**config.mk**
```make
export PLATFORM = sky130hd
export DESIGN_NAME = led_pattern_sequencer_core
export DESIGN_NICKNAME = d
export VERILOG_FILES = /design/src/hdl/lps_pkg.sv /design/src/hdl/lps_ctrl.sv /design/src/hdl/lps_datapath.sv /design/src/hdl/led_pattern_sequencer_core.sv
export SDC_FILE = /design/constraint.sdc
export NUM_CORES = 1
export LEC_CHECK = 0
export BUFFER_PORTS_ARGS = -buffer_cell sky130_fd_sc_hd__buf_2
export CELL_PAD_IN_SITES_DETAIL_PLACEMENT = 2
export CELL_PAD_IN_SITES_GLOBAL_PLACEMENT = 2
export CORE_ASPECT_RATIO = 2
export CORE_MARGIN = 1.5
export CORE_UTILIZATION = 41
export CTS_CLUSTER_SIZE = 16
export DETAILED_ROUTE_END_ITERATION = 6
export GPL_ROUTABILITY_DRIVEN = 0
export HOLD_SLACK_MARGIN = 0.12
export PLACE_DENSITY = 0.84
export SLEW_MARGIN = 20
export SYNTH_ARGS = -nofsm -noshare
export SYNTH_HDL_FRONTEND = slang
export SYNTH_SLANG_ARGS = --single-unit
export TNS_END_PERCENT = 1
```
**constraint.sdc**
```tcl
create_clock -name clock -period 8.26 [get_ports clock]
set_input_delay 1.652 -clock clock [delete_from_list [all_inputs] [get_ports clock]]
set_output_delay 1.652 -clock clock [all_outputs]
set_load 0.1 [all_outputs]
```
**src/hdl/lps_pkg.sv**
```systemverilog
// ----------------------------------------------------------------------------
// LED pattern sequencer package
// Shared constants, mode codes, the controller/datapath command and status
// structs, and the small arithmetic helpers used by the datapath.
// ----------------------------------------------------------------------------
package lps_pkg;

   // Number of LEDs driven and the mask that keeps patterns inside them.
   localparam int unsigned LedCount = 8;
   localparam logic [7:0]  LedMask  = 8'((1 << LedCount) - 1);

   // Random generator constants.
   localparam logic [31:0] LcgMul    = 32'd1664525;
   localparam logic [31:0] LcgAdd    = 32'd1013904223;
   localparam logic [31:0] SeedReset = 32'h00C0_FFEE;

   // Sparkle timing. The hold is taken modulo 1401 of a byte, which is the
   // byte itself, so only the base is added.
   localparam logic [16:0] HoldBase = 17'd100;
   localparam logic [7:0]  GapMod   = 8'd100;

   // Period limits and register reset value.
   localparam logic [16:0] PeriodMin  = 17'd2;
   localparam logic [16:0] PeriodMax  = 17'd65536;
   localparam logic [16:0] BaseReset  = 17'd1000;

   // Display modes.
   typedef enum logic [1:0] {
      MODE_OFF     = 2'd0,
      MODE_BOUNCE  = 2'd1,
      MODE_INVERT  = 2'd2,
      MODE_SPARKLE = 2'd3
   } mode_type;

   // Commands from the controller to the datapath.
   typedef struct packed {
      logic start;     // capture a new request
      logic decode;    // button edges and speed toggle
      logic pattern;   // bounce step, or first random step for sparkle
      logic spark;     // sparkle pattern phase
      logic hold;      // sparkle hold period from the second random byte
      logic load_out;  // move the result into the output register
   } cmd_type;

   // Status from the datapath to the controller.
   typedef struct packed {
      logic sparkle;   // tick request while in sparkle mode
      logic clearing;  // sparkle is in its clearing phase
   } status_type;

   // Tick period for the bounce modes, clamped to the legal range.
   function automatic logic [16:0] base_period(input logic [16:0] base, input logic half);
      logic [16:0] c;
      c = half ? (base >> 1) : base;
      if (c < PeriodMin) begin
         c = PeriodMin;
      end
      if (c > PeriodMax) begin
         c = PeriodMax;
      end
      return c;
   endfunction

   // Sparkle gap of 2..100 counts from a random byte, never under two.
   function automatic logic [16:0] gap_period(input logic [7:0] rnd);
      logic [7:0] r;
      if (rnd >= 8'(2 * GapMod)) begin
         r = rnd - 8'(2 * GapMod);
      end else if (rnd >= GapMod) begin
         r = rnd - GapMod;
      end else begin
         r = rnd;
      end
      r = r + 8'd1;
      if (17'(r) < PeriodMin) begin
         return PeriodMin;
      end
      return 17'(r);
   endfunction

endpackage

```
**src/hdl/lps_ctrl.sv**
```systemverilog
// ----------------------------------------------------------------------------
// LED pattern sequencer controller
// Steps one request through decode, pattern and optional sparkle phases and
// owns the request and result handshakes.
// ----------------------------------------------------------------------------
module lps_ctrl
   import lps_pkg::*;
(
   input  logic       clock,
   input  logic       reset,
   input  logic       req_valid,
   output logic       req_stall,
   output logic       rsp_valid,
   input  logic       rsp_stall,
   input  status_type status,
   output cmd_type    cmd
);

   typedef enum logic [5:0] {
      ST_IDLE    = 6'b000001,
      ST_DECODE  = 6'b000010,
      ST_PATTERN = 6'b000100,
      ST_SPARK   = 6'b001000,
      ST_HOLD    = 6'b010000,
      ST_EMIT    = 6'b100000
   } state_type;

   state_type state_ff, state_in;
   logic      rsp_valid_ff, rsp_valid_in;
   logic      out_free;

   // The output register can take a result when empty or being drained.
   assign out_free  = !rsp_valid_ff || !rsp_stall;
   assign req_stall = (state_ff != ST_IDLE);
   assign rsp_valid = rsp_valid_ff;

   // Next state and commands.
   always_comb begin
      state_in = state_ff;
      cmd      = '0;
      case (state_ff)
         ST_IDLE: begin
            if (req_valid) begin
               cmd.start = 1'b1;
               state_in  = ST_DECODE;
            end
         end
         ST_DECODE: begin
            cmd.decode = 1'b1;
            state_in   = ST_PATTERN;
         end
         ST_PATTERN: begin
            cmd.pattern = 1'b1;
            state_in    = status.sparkle ? ST_SPARK : ST_EMIT;
         end
         ST_SPARK: begin
            cmd.spark = 1'b1;
            state_in  = status.clearing ? ST_EMIT : ST_HOLD;
         end
         ST_HOLD: begin
            cmd.hold = 1'b1;
            state_in = ST_EMIT;
         end
         ST_EMIT: begin
            if (out_free) begin
               cmd.load_out = 1'b1;
               state_in     = ST_IDLE;
            end
         end
         default: begin
            state_in = ST_IDLE;
         end
      endcase
   end

   // Result valid is set on load and cleared when the result is taken.
   assign rsp_valid_in = cmd.load_out || (rsp_valid_ff && rsp_stall);

   always_ff @(posedge clock) begin
      if (reset) begin
         state_ff     <= ST_IDLE;
         rsp_valid_ff <= 1'b0;
      end else begin
         state_ff     <= state_in;
         rsp_valid_ff <= rsp_valid_in;
      end
   end

endmodule

```
**src/hdl/lps_datapath.sv**
```systemverilog
// ----------------------------------------------------------------------------
// LED pattern sequencer datapath
// Holds the sequencer state, the random generator, the result being built and
// the output register, and acts on the commands of the controller.
// ----------------------------------------------------------------------------
module lps_datapath
   import lps_pkg::*;
(
   input  logic        clock,
   input  logic        reset,
   input  cmd_type     cmd,
   output status_type  status,
   input  logic        req_kind,
   input  logic        req_mode_button_one,
   input  logic        req_mode_button_two,
   input  logic        req_mode_button_three,
   input  logic        req_speed_button,
   input  logic        csr_write_enable,
   input  logic [16:0] csr_write_data,
   output logic [7:0]  rsp_led_mask,
   output logic        rsp_led_write,
   output logic [16:0] rsp_period_counts,
   output logic        rsp_period_set
);

   // Sequencer state.
   logic [16:0] base_counts_ff, base_counts_in;
   mode_type    mode_ff, mode_in;
   logic [2:0]  position_ff, position_in;
   logic        moving_up_ff, moving_up_in;
   logic        half_period_ff, half_period_in;
   logic        clearing_ff, clearing_in;
   logic [7:0]  pattern_ff, pattern_in;
   logic [31:0] seed_ff, seed_in;
   logic [3:0]  prev_levels_ff, prev_levels_in;

   // Captured request.
   logic        kind_ff, kind_in;
   logic [3:0]  levels_ff, levels_in;

   // Result being built.
   logic [7:0]  res_leds_ff, res_leds_in;
   logic        res_lw_ff, res_lw_in;
   logic [16:0] res_per_ff, res_per_in;
   logic        res_ps_ff, res_ps_in;

   // Output register.
   logic [7:0]  out_leds_ff, out_leds_in;
   logic        out_lw_ff, out_lw_in;
   logic [16:0] out_per_ff, out_per_in;
   logic        out_ps_ff, out_ps_in;

   logic [31:0] lcg_next;
   logic [7:0]  rnd_byte;
   logic [7:0]  one_hot;
   logic [7:0]  cleared;
   logic        edge_speed, edge_one, edge_two, edge_three;

   // One generator step; the byte in use is the top of the current seed.
   assign lcg_next = seed_ff * LcgMul + LcgAdd;
   assign rnd_byte = seed_ff[31:24];

   // Falling edges against the previous levels.
   assign edge_speed = prev_levels_ff[0] && !levels_ff[0];
   assign edge_one   = prev_levels_ff[1] && !levels_ff[1];
   assign edge_two   = prev_levels_ff[2] && !levels_ff[2];
   assign edge_three = prev_levels_ff[3] && !levels_ff[3];

   assign one_hot = 8'(1) << position_ff;
   assign cleared = pattern_ff & (pattern_ff - 8'd1);

   assign status.sparkle  = !kind_ff && (mode_ff == MODE_SPARKLE);
   assign status.clearing = clearing_ff;

   always_comb begin
      base_counts_in = base_counts_ff;
      mode_in        = mode_ff;
      position_in    = position_ff;
      moving_up_in   = moving_up_ff;
      half_period_in = half_period_ff;
      clearing_in    = clearing_ff;
      pattern_in     = pattern_ff;
      seed_in        = seed_ff;
      prev_levels_in = prev_levels_ff;
      kind_in        = kind_ff;
      levels_in      = levels_ff;
      res_leds_in    = res_leds_ff;
      res_lw_in      = res_lw_ff;
      res_per_in     = res_per_ff;
      res_ps_in      = res_ps_ff;
      out_leds_in    = out_leds_ff;
      out_lw_in      = out_lw_ff;
      out_per_in     = out_per_ff;
      out_ps_in      = out_ps_ff;

      // Register write.
      if (csr_write_enable) begin
         base_counts_in = csr_write_data;
      end

      // Capture the request and clear the result.
      if (cmd.start) begin
         kind_in     = req_kind;
         levels_in   = {req_mode_button_three, req_mode_button_two,
                        req_mode_button_one, req_speed_button};
         res_leds_in = '0;
         res_lw_in   = 1'b0;
         res_per_in  = '0;
         res_ps_in   = 1'b0;
      end

      // Button edges; later mode buttons win over earlier ones.
      if (cmd.decode) begin
         if (kind_ff) begin
            half_period_in    = half_period_ff ^ edge_speed;
            prev_levels_in[0] = levels_ff[0];
            if (edge_speed && (mode_ff == MODE_BOUNCE || mode_ff == MODE_INVERT)) begin
               res_per_in = base_period(base_counts_ff, !half_period_ff);
               res_ps_in  = 1'b1;
            end
         end else begin
            prev_levels_in[3:1] = levels_ff[3:1];
            if (edge_one || edge_two) begin
               position_in  = '0;
               moving_up_in = 1'b1;
               res_per_in   = base_period(base_counts_ff, half_period_ff);
               res_ps_in    = 1'b1;
            end
            if (edge_three) begin
               mode_in     = MODE_SPARKLE;
               clearing_in = 1'b0;
            end else if (edge_two) begin
               mode_in = MODE_INVERT;
            end else if (edge_one) begin
               mode_in = MODE_BOUNCE;
            end
         end
      end

      // Bounce display and walk, or the first random step of sparkle.
      if (cmd.pattern && !kind_ff) begin
         if (mode_ff == MODE_BOUNCE || mode_ff == MODE_INVERT) begin
            res_leds_in = (mode_ff == MODE_BOUNCE) ? (one_hot & LedMask) : (~one_hot & LedMask);
            res_lw_in   = 1'b1;
            if (moving_up_ff) begin
               if (position_ff >= 3'(LedCount - 1)) begin
                  moving_up_in = 1'b0;
                  position_in  = 3'(LedCount - 2);
               end else begin
                  position_in = position_ff + 3'd1;
               end
            end else begin
               if (position_ff == 3'd0) begin
                  moving_up_in = 1'b1;
                  position_in  = 3'd1;
               end else begin
                  position_in = position_ff - 3'd1;
               end
            end
         end else if (mode_ff == MODE_SPARKLE) begin
            seed_in = lcg_next;
         end
      end

      // Sparkle: new pattern, clear one bit, or end of the clearing run.
      if (cmd.spark) begin
         if (!clearing_ff) begin
            pattern_in  = rnd_byte & LedMask;
            res_leds_in = rnd_byte & LedMask;
            res_lw_in   = 1'b1;
            clearing_in = 1'b1;
            seed_in     = lcg_next;
         end else if (pattern_ff != 8'd0) begin
            pattern_in  = cleared;
            res_leds_in = cleared;
            res_lw_in   = 1'b1;
            res_per_in  = gap_period(rnd_byte);
            res_ps_in   = 1'b1;
         end else begin
            res_per_in  = gap_period(rnd_byte);
            res_ps_in   = 1'b1;
            clearing_in = 1'b0;
         end
      end

      // Hold time of a new sparkle pattern.
      if (cmd.hold) begin
         res_per_in = HoldBase + 17'(rnd_byte);
         res_ps_in  = 1'b1;
      end

      if (cmd.load_out) begin
         out_leds_in = res_leds_ff;
         out_lw_in   = res_lw_ff;
         out_per_in  = res_per_ff;
         out_ps_in   = res_ps_ff;
      end
   end

   // Control state with reset.
   always_ff @(posedge clock) begin
      if (reset) begin
         base_counts_ff <= BaseReset;
         mode_ff        <= MODE_OFF;
         position_ff    <= '0;
         moving_up_ff   <= 1'b1;
         half_period_ff <= 1'b0;
         clearing_ff    <= 1'b0;
         pattern_ff     <= '0;
         seed_ff        <= SeedReset;
         prev_levels_ff <= '1;
      end else begin
         base_counts_ff <= base_counts_in;
         mode_ff        <= mode_in;
         position_ff    <= position_in;
         moving_up_ff   <= moving_up_in;
         half_period_ff <= half_period_in;
         clearing_ff    <= clearing_in;
         pattern_ff     <= pattern_in;
         seed_ff        <= seed_in;
         prev_levels_ff <= prev_levels_in;
      end
   end

   // Payload registers.
   always_ff @(posedge clock) begin
      kind_ff     <= kind_in;
      levels_ff   <= levels_in;
      res_leds_ff <= res_leds_in;
      res_lw_ff   <= res_lw_in;
      res_per_ff  <= res_per_in;
      res_ps_ff   <= res_ps_in;
      out_leds_ff <= out_leds_in;
      out_lw_ff   <= out_lw_in;
      out_per_ff  <= out_per_in;
      out_ps_ff   <= out_ps_in;
   end

   assign rsp_led_mask      = out_leds_ff;
   assign rsp_led_write     = out_lw_ff;
   assign rsp_period_counts = out_per_ff;
   assign rsp_period_set    = out_ps_ff;

endmodule

```
**src/hdl/led_pattern_sequencer_core.sv**
```systemverilog
// ----------------------------------------------------------------------------
// LED pattern sequencer core
// Top level: controller and datapath of the eight-LED pattern sequencer.
// ----------------------------------------------------------------------------
// Each request is a timer tick or a speed button sample and yields exactly one
// result holding the LED mask to write and the tick period to load. A request
// is accepted in idle and then passes through the controller's decode and
// pattern steps to emit, which waits while the output register is full and
// stalled, before the next request is taken. A sparkle clearing tick adds a
// spark step and a tick that draws a new sparkle pattern adds spark and hold
// steps, one step per random number drawn, as each draw advances the seed. A
// finished result waits in the output register while the next request is
// taken. The base period register may be written at any time the block is
// idle and takes effect on the next request.
module led_pattern_sequencer_core
   import lps_pkg::*;
(
   input  logic        clock,
   input  logic        reset,
   input  logic        req_valid,
   output logic        req_stall,
   input  logic        req_kind,
   input  logic        req_mode_button_one,
   input  logic        req_mode_button_two,
   input  logic        req_mode_button_three,
   input  logic        req_speed_button,
   output logic        rsp_valid,
   input  logic        rsp_stall,
   output logic [7:0]  rsp_led_mask,
   output logic        rsp_led_write,
   output logic [16:0] rsp_period_counts,
   output logic        rsp_period_set,
   input  logic        csr_write_enable,
   input  logic [16:0] csr_write_data
);

   cmd_type    cmd;
   status_type status;

   // Sequencing control.
   lps_ctrl u_ctrl (
      .clock     (clock),
      .reset     (reset),
      .req_valid (req_valid),
      .req_stall (req_stall),
      .rsp_valid (rsp_valid),
      .rsp_stall (rsp_stall),
      .status    (status),
      .cmd       (cmd)
   );

   // State, random generator and result registers.
   lps_datapath u_datapath (
      .clock                 (clock),
      .reset                 (reset),
      .cmd                   (cmd),
      .status                (status),
      .req_kind              (req_kind),
      .req_mode_button_one   (req_mode_button_one),
      .req_mode_button_two   (req_mode_button_two),
      .req_mode_button_three (req_mode_button_three),
      .req_speed_button      (req_speed_button),
      .csr_write_enable      (csr_write_enable),
      .csr_write_data        (csr_write_data),
      .rsp_led_mask          (rsp_led_mask),
      .rsp_led_write         (rsp_led_write),
      .rsp_period_counts     (rsp_period_counts),
      .rsp_period_set        (rsp_period_set)
   );

   // A result that writes no LEDs carries an empty mask.
   assert property (@(posedge clock) disable iff (reset)
      rsp_valid |-> (rsp_led_write || rsp_led_mask == 8'd0))
      else $error("LED mask set without LED write");

   // A period is either absent or inside the legal range.
   assert property (@(posedge clock) disable iff (reset)
      rsp_valid |-> (rsp_period_set ? (rsp_period_counts >= PeriodMin &&
                     rsp_period_counts <= PeriodMax) : (rsp_period_counts == 17'd0)))
      else $error("Period out of range or set without period_set");

   // After a request is taken the block is busy for the following cycle.
   assert property (@(posedge clock) disable iff (reset)
      (req_valid && !req_stall) |=> req_stall)
      else $error("Request taken while a previous one is in progress");

endmodule

```
==> impl_metrics.env <==
export IMPL_synth_area_leaders="fa_1 20%, ha_1 16%, dfxtp_1 15%"
export IMPL_die_x_microns=133
export IMPL_skew_ps=20.0
export IMPL_path_clk_slew_ps=70
export IMPL_async_flop_share_pct=0
export IMPL_min_from="u_datapath.res_per_ff[6]"
export IMPL_holdCritPathClass="reg -> reg"
export IMPL_synth_area_sq_um=13800
export IMPL_rsz0062_at_grt="false"
export IMPL_fin_setup_tns_ps=0
export IMPL_final_max_slew_viol_count=0
export IMPL_synth_main_ff_cell="dfxtp_1"
export IMPL_fmax_ghz=0.137
export IMPL_reg2reg_setup_slack_ps=980
export IMPL_ioPinCount=56
export IMPL_layout_min_cycle_time_ps=7280
export IMPL_total_power_uw=1550
export IMPL_hold_viol_final=0
export IMPL_end_kind="register"
export IMPL_placed_cells=1965
export IMPL_dr_pass1_iters=4
export IMPL_start_util_pct=41.7
export IMPL_maxCapViolCount=0
export IMPL_wl_per_cell_microns=26.3
export IMPL_postCtsSetupRepairBufs=0
export IMPL_relSlewSlack_pct=33.6
export IMPL_vias=11600
export IMPL_syn_nets=1855
export IMPL_crit_type="reg -> reg"
export IMPL_clk_latency_ps=460
export IMPL_route_antenna_remaining_nets=0
export IMPL_synth_warnings=0
export IMPL_crit_required_ps=8610
export IMPL_grt_overflow=0
export IMPL_n_fill_cell=3600
export IMPL_dieArea_sq_um=34800
export IMPL_synth_edf_count=32
export IMPL_ys_seq_elements=135
export IMPL_core_area_sq_um=33000
export IMPL_worstSetupStartpointType="register"
export IMPL_num_antenna_cells=0
export IMPL_rr_startpoint="u_datapath.seed_ff[1]"
export IMPL_h_tree_depth=4
export IMPL_cts_root_buf="clkbuf_16"
export IMPL_setup_violations=0
export IMPL_hpwl_microns=44000
export IMPL_synth_top_cell_area_share_pct=19.9
export IMPL_vias_per_cell=5.81
export IMPL_worst_r2r_cell_count=19
export IMPL_leakage_uw=0.00694
export IMPL_dieHeight_microns=262
export IMPL_vdd_ir_drop_max_mv=0.151
export IMPL_holdPathStages=0
export IMPL_period_share_pct=88.1
export IMPL_seq_area_frac_synth_pct=21.9
export IMPL_outcome="finished clean"
export IMPL_min_to="u_datapath.rsp_period_counts[6]"
export IMPL_critPathArrivalTime_ps=7620
export IMPL_cts_tree="done"
export IMPL_synth_cells=1513
export IMPL_grt_max_degree=46
export IMPL_grt_usage_pct=31.3
export IMPL_drc=0
export IMPL_synth_largest_area_cell="fa_1"
export IMPL_post_synth_cell_area_avg_sq_um=9.11
export IMPL_fin_cells=1997
export IMPL_antenna_found_initial=0
export IMPL_cts_resized=0
export IMPL_wirelength_microns=52500
export IMPL_p_per_area_nw_per_um2=103
export IMPL_tightest_slew_ps=992
export IMPL_drt_iter0_drc=424
export IMPL_cts_buffers=17
export IMPL_clock_path_buffers=2
export IMPL_grt_pass1_vias=14000
export IMPL_port_buffers=55
export IMPL_cts_hold_buf=0
export IMPL_rows=94
export IMPL_cp_max_fo=11
export IMPL_cts_sinks=135
export IMPL_ys_types=88
export IMPL_area_delta_synth_final_pct=9.14
export IMPL_r2r_end="u_datapath.seed_ff[30]"
export IMPL_nets=1894
export IMPL_grt_pass1_wl_microns=80900
export IMPL_drive_gt1_share_pct=8.56
power by group:
group          switching, uW  internal [uW]  total, uW
clock                    333            415        749
sequential              18.3            687        705
combinational           62.8           30.9       93.7
total                    414           1130       1550
registers in the layout (all words and copies together), names as in the netlist, 2 cells and up:
name	flops
u_datapath.seed_ff	32
u_datapath.base_counts_ff	17
u_datapath.res_per_ff	17
u_datapath.rsp_period_counts	17
u_datapath.pattern_ff	8
u_datapath.res_leds_ff	8
u_datapath.rsp_led_mask	8
u_ctrl.state_ff	6
u_datapath.levels_ff	4
u_datapath.prev_levels_ff	4
u_datapath.position_ff	3
u_datapath.mode_ff	2
layout by cell type (no fill, tap or decap), types with 8 or more instances in the layout:
| master | instances |
|---|---|
| a211oi_1 | 14 |
| a21o_1 | 10 |
| nand3_1 | 27 |
| nand2b_1 | 11 |
| nor4_1 | 12 |
| nor2b_1 | 11 |
| a21oi_1 | 64 |
| xor2_1 | 22 |
| o211ai_1 | 21 |
| clkbuf_16 | 17 |
| xnor2_1 | 44 |
| dfxtp_1 | 103 |
| nand2_1 | 123 |
| a221oi_1 | 8 |
| a31oi_1 | 20 |
| inv_1 | 301 |
| mux2_2 | 8 |
| fa_1 | 137 |
| o21ai_0 | 54 |
| mux2i_1 | 25 |
| buf_4 | 12 |
| nor3_1 | 20 |
| ha_1 | 178 |
| edfxtp_1 | 32 |
| buf_2 | 55 |
| nor2_1 | 83 |
worst max path at each step:
stage	to	from
after floorplan	u_datapath.seed_ff[29]	u_datapath.seed_ff[1]
after global placement	u_datapath.seed_ff[30]	u_datapath.seed_ff[1]
after detailed placement	u_datapath.seed_ff[29]	u_datapath.seed_ff[1]
after CTS	u_datapath.seed_ff[30]	u_datapath.seed_ff[1]
after global routing	u_datapath.seed_ff[29]	u_datapath.seed_ff[1]
final	u_datapath.seed_ff[30]	u_datapath.seed_ff[1]
per-stage QoR:
stage	util [%]	instance area (sq um)	setup slack, ps	hold slack, ps
CTS	45.5	15000	1050	434
finish	45.5	15000	984	434
detailed placement	43.8	14500	1130	419
global placement	43.8	14500	1500	416
floorplan	-	13800	2210	407
global route	45.5	15000	819	455
area by class of cell:
class                           instances  area, sq um  area share, %
Tap cell                              432          541           3.59
Sequential cell                       135         3020           20.1
Timing Repair Buffer                   67          365           2.43
Multi-Input combinational cell       1030         9430           62.7
Clock buffer                           18          429           2.85
Inverter                              301         1130           7.51
Clock inverter                         14          125          0.832
synthesized netlist by cell type, types with 8 or more instances:
cell type,instances
a211oi_1,14
a21o_1,10
a21oi_1,65
a221oi_1,8
a31oi_1,21
buf_2,9
clkbuf_1,26
dfxtp_1,103
edfxtp_1,32
fa_1,137
ha_1,178
inv_1,301
mux2_2,8
mux2i_1,25
nand2_1,123
nand2b_1,11
nand3_1,27
nor2_1,83
nor2b_1,11
nor3_1,20
nor4_1,12
o211ai_1,21
o21ai_0,54
xnor2_1,44
xor2_1,22
cell families after synthesis:
| kind of cell | share of synthesized area (%) |
|---|---|
| compound gates | 13.6 |
| buf+inv | 9.79 |
| flops | 21.9 |
| xor+xnor | 4.20 |
| mux | 2.47 |
| fa+ha+maj | 36.1 |
| simple gates | 12.0 |
metal layers:
layer	wire [microns]	up-vias	share of wire (%)	track usage (%)
met5	0	-	0	0
met3	1340	283	2.6	4.89
met1	14700	5852	28	23.6
met2	29900	367	57	62.2
li1	-	5100	-	-
met4	6430	0	12	32.5
critical path, cell delays in order, from the launching register on:
cell	delay [ps]
dfxtp_1	630
inv_1	240
ha_1	490
xor2_1	690
xor2_1	200
fa_1	590
inv_1	60
fa_1	520
fa_1	540
fa_1	570
inv_1	70
fa_1	560
inv_1	80
ha_1	260
o41a_1	480
nand2b_1	110
o2111ai_1	210
and4_1	290
or3_1	330
a32o_1	250
Note: power is estimated with default switching activity, not from simulation.
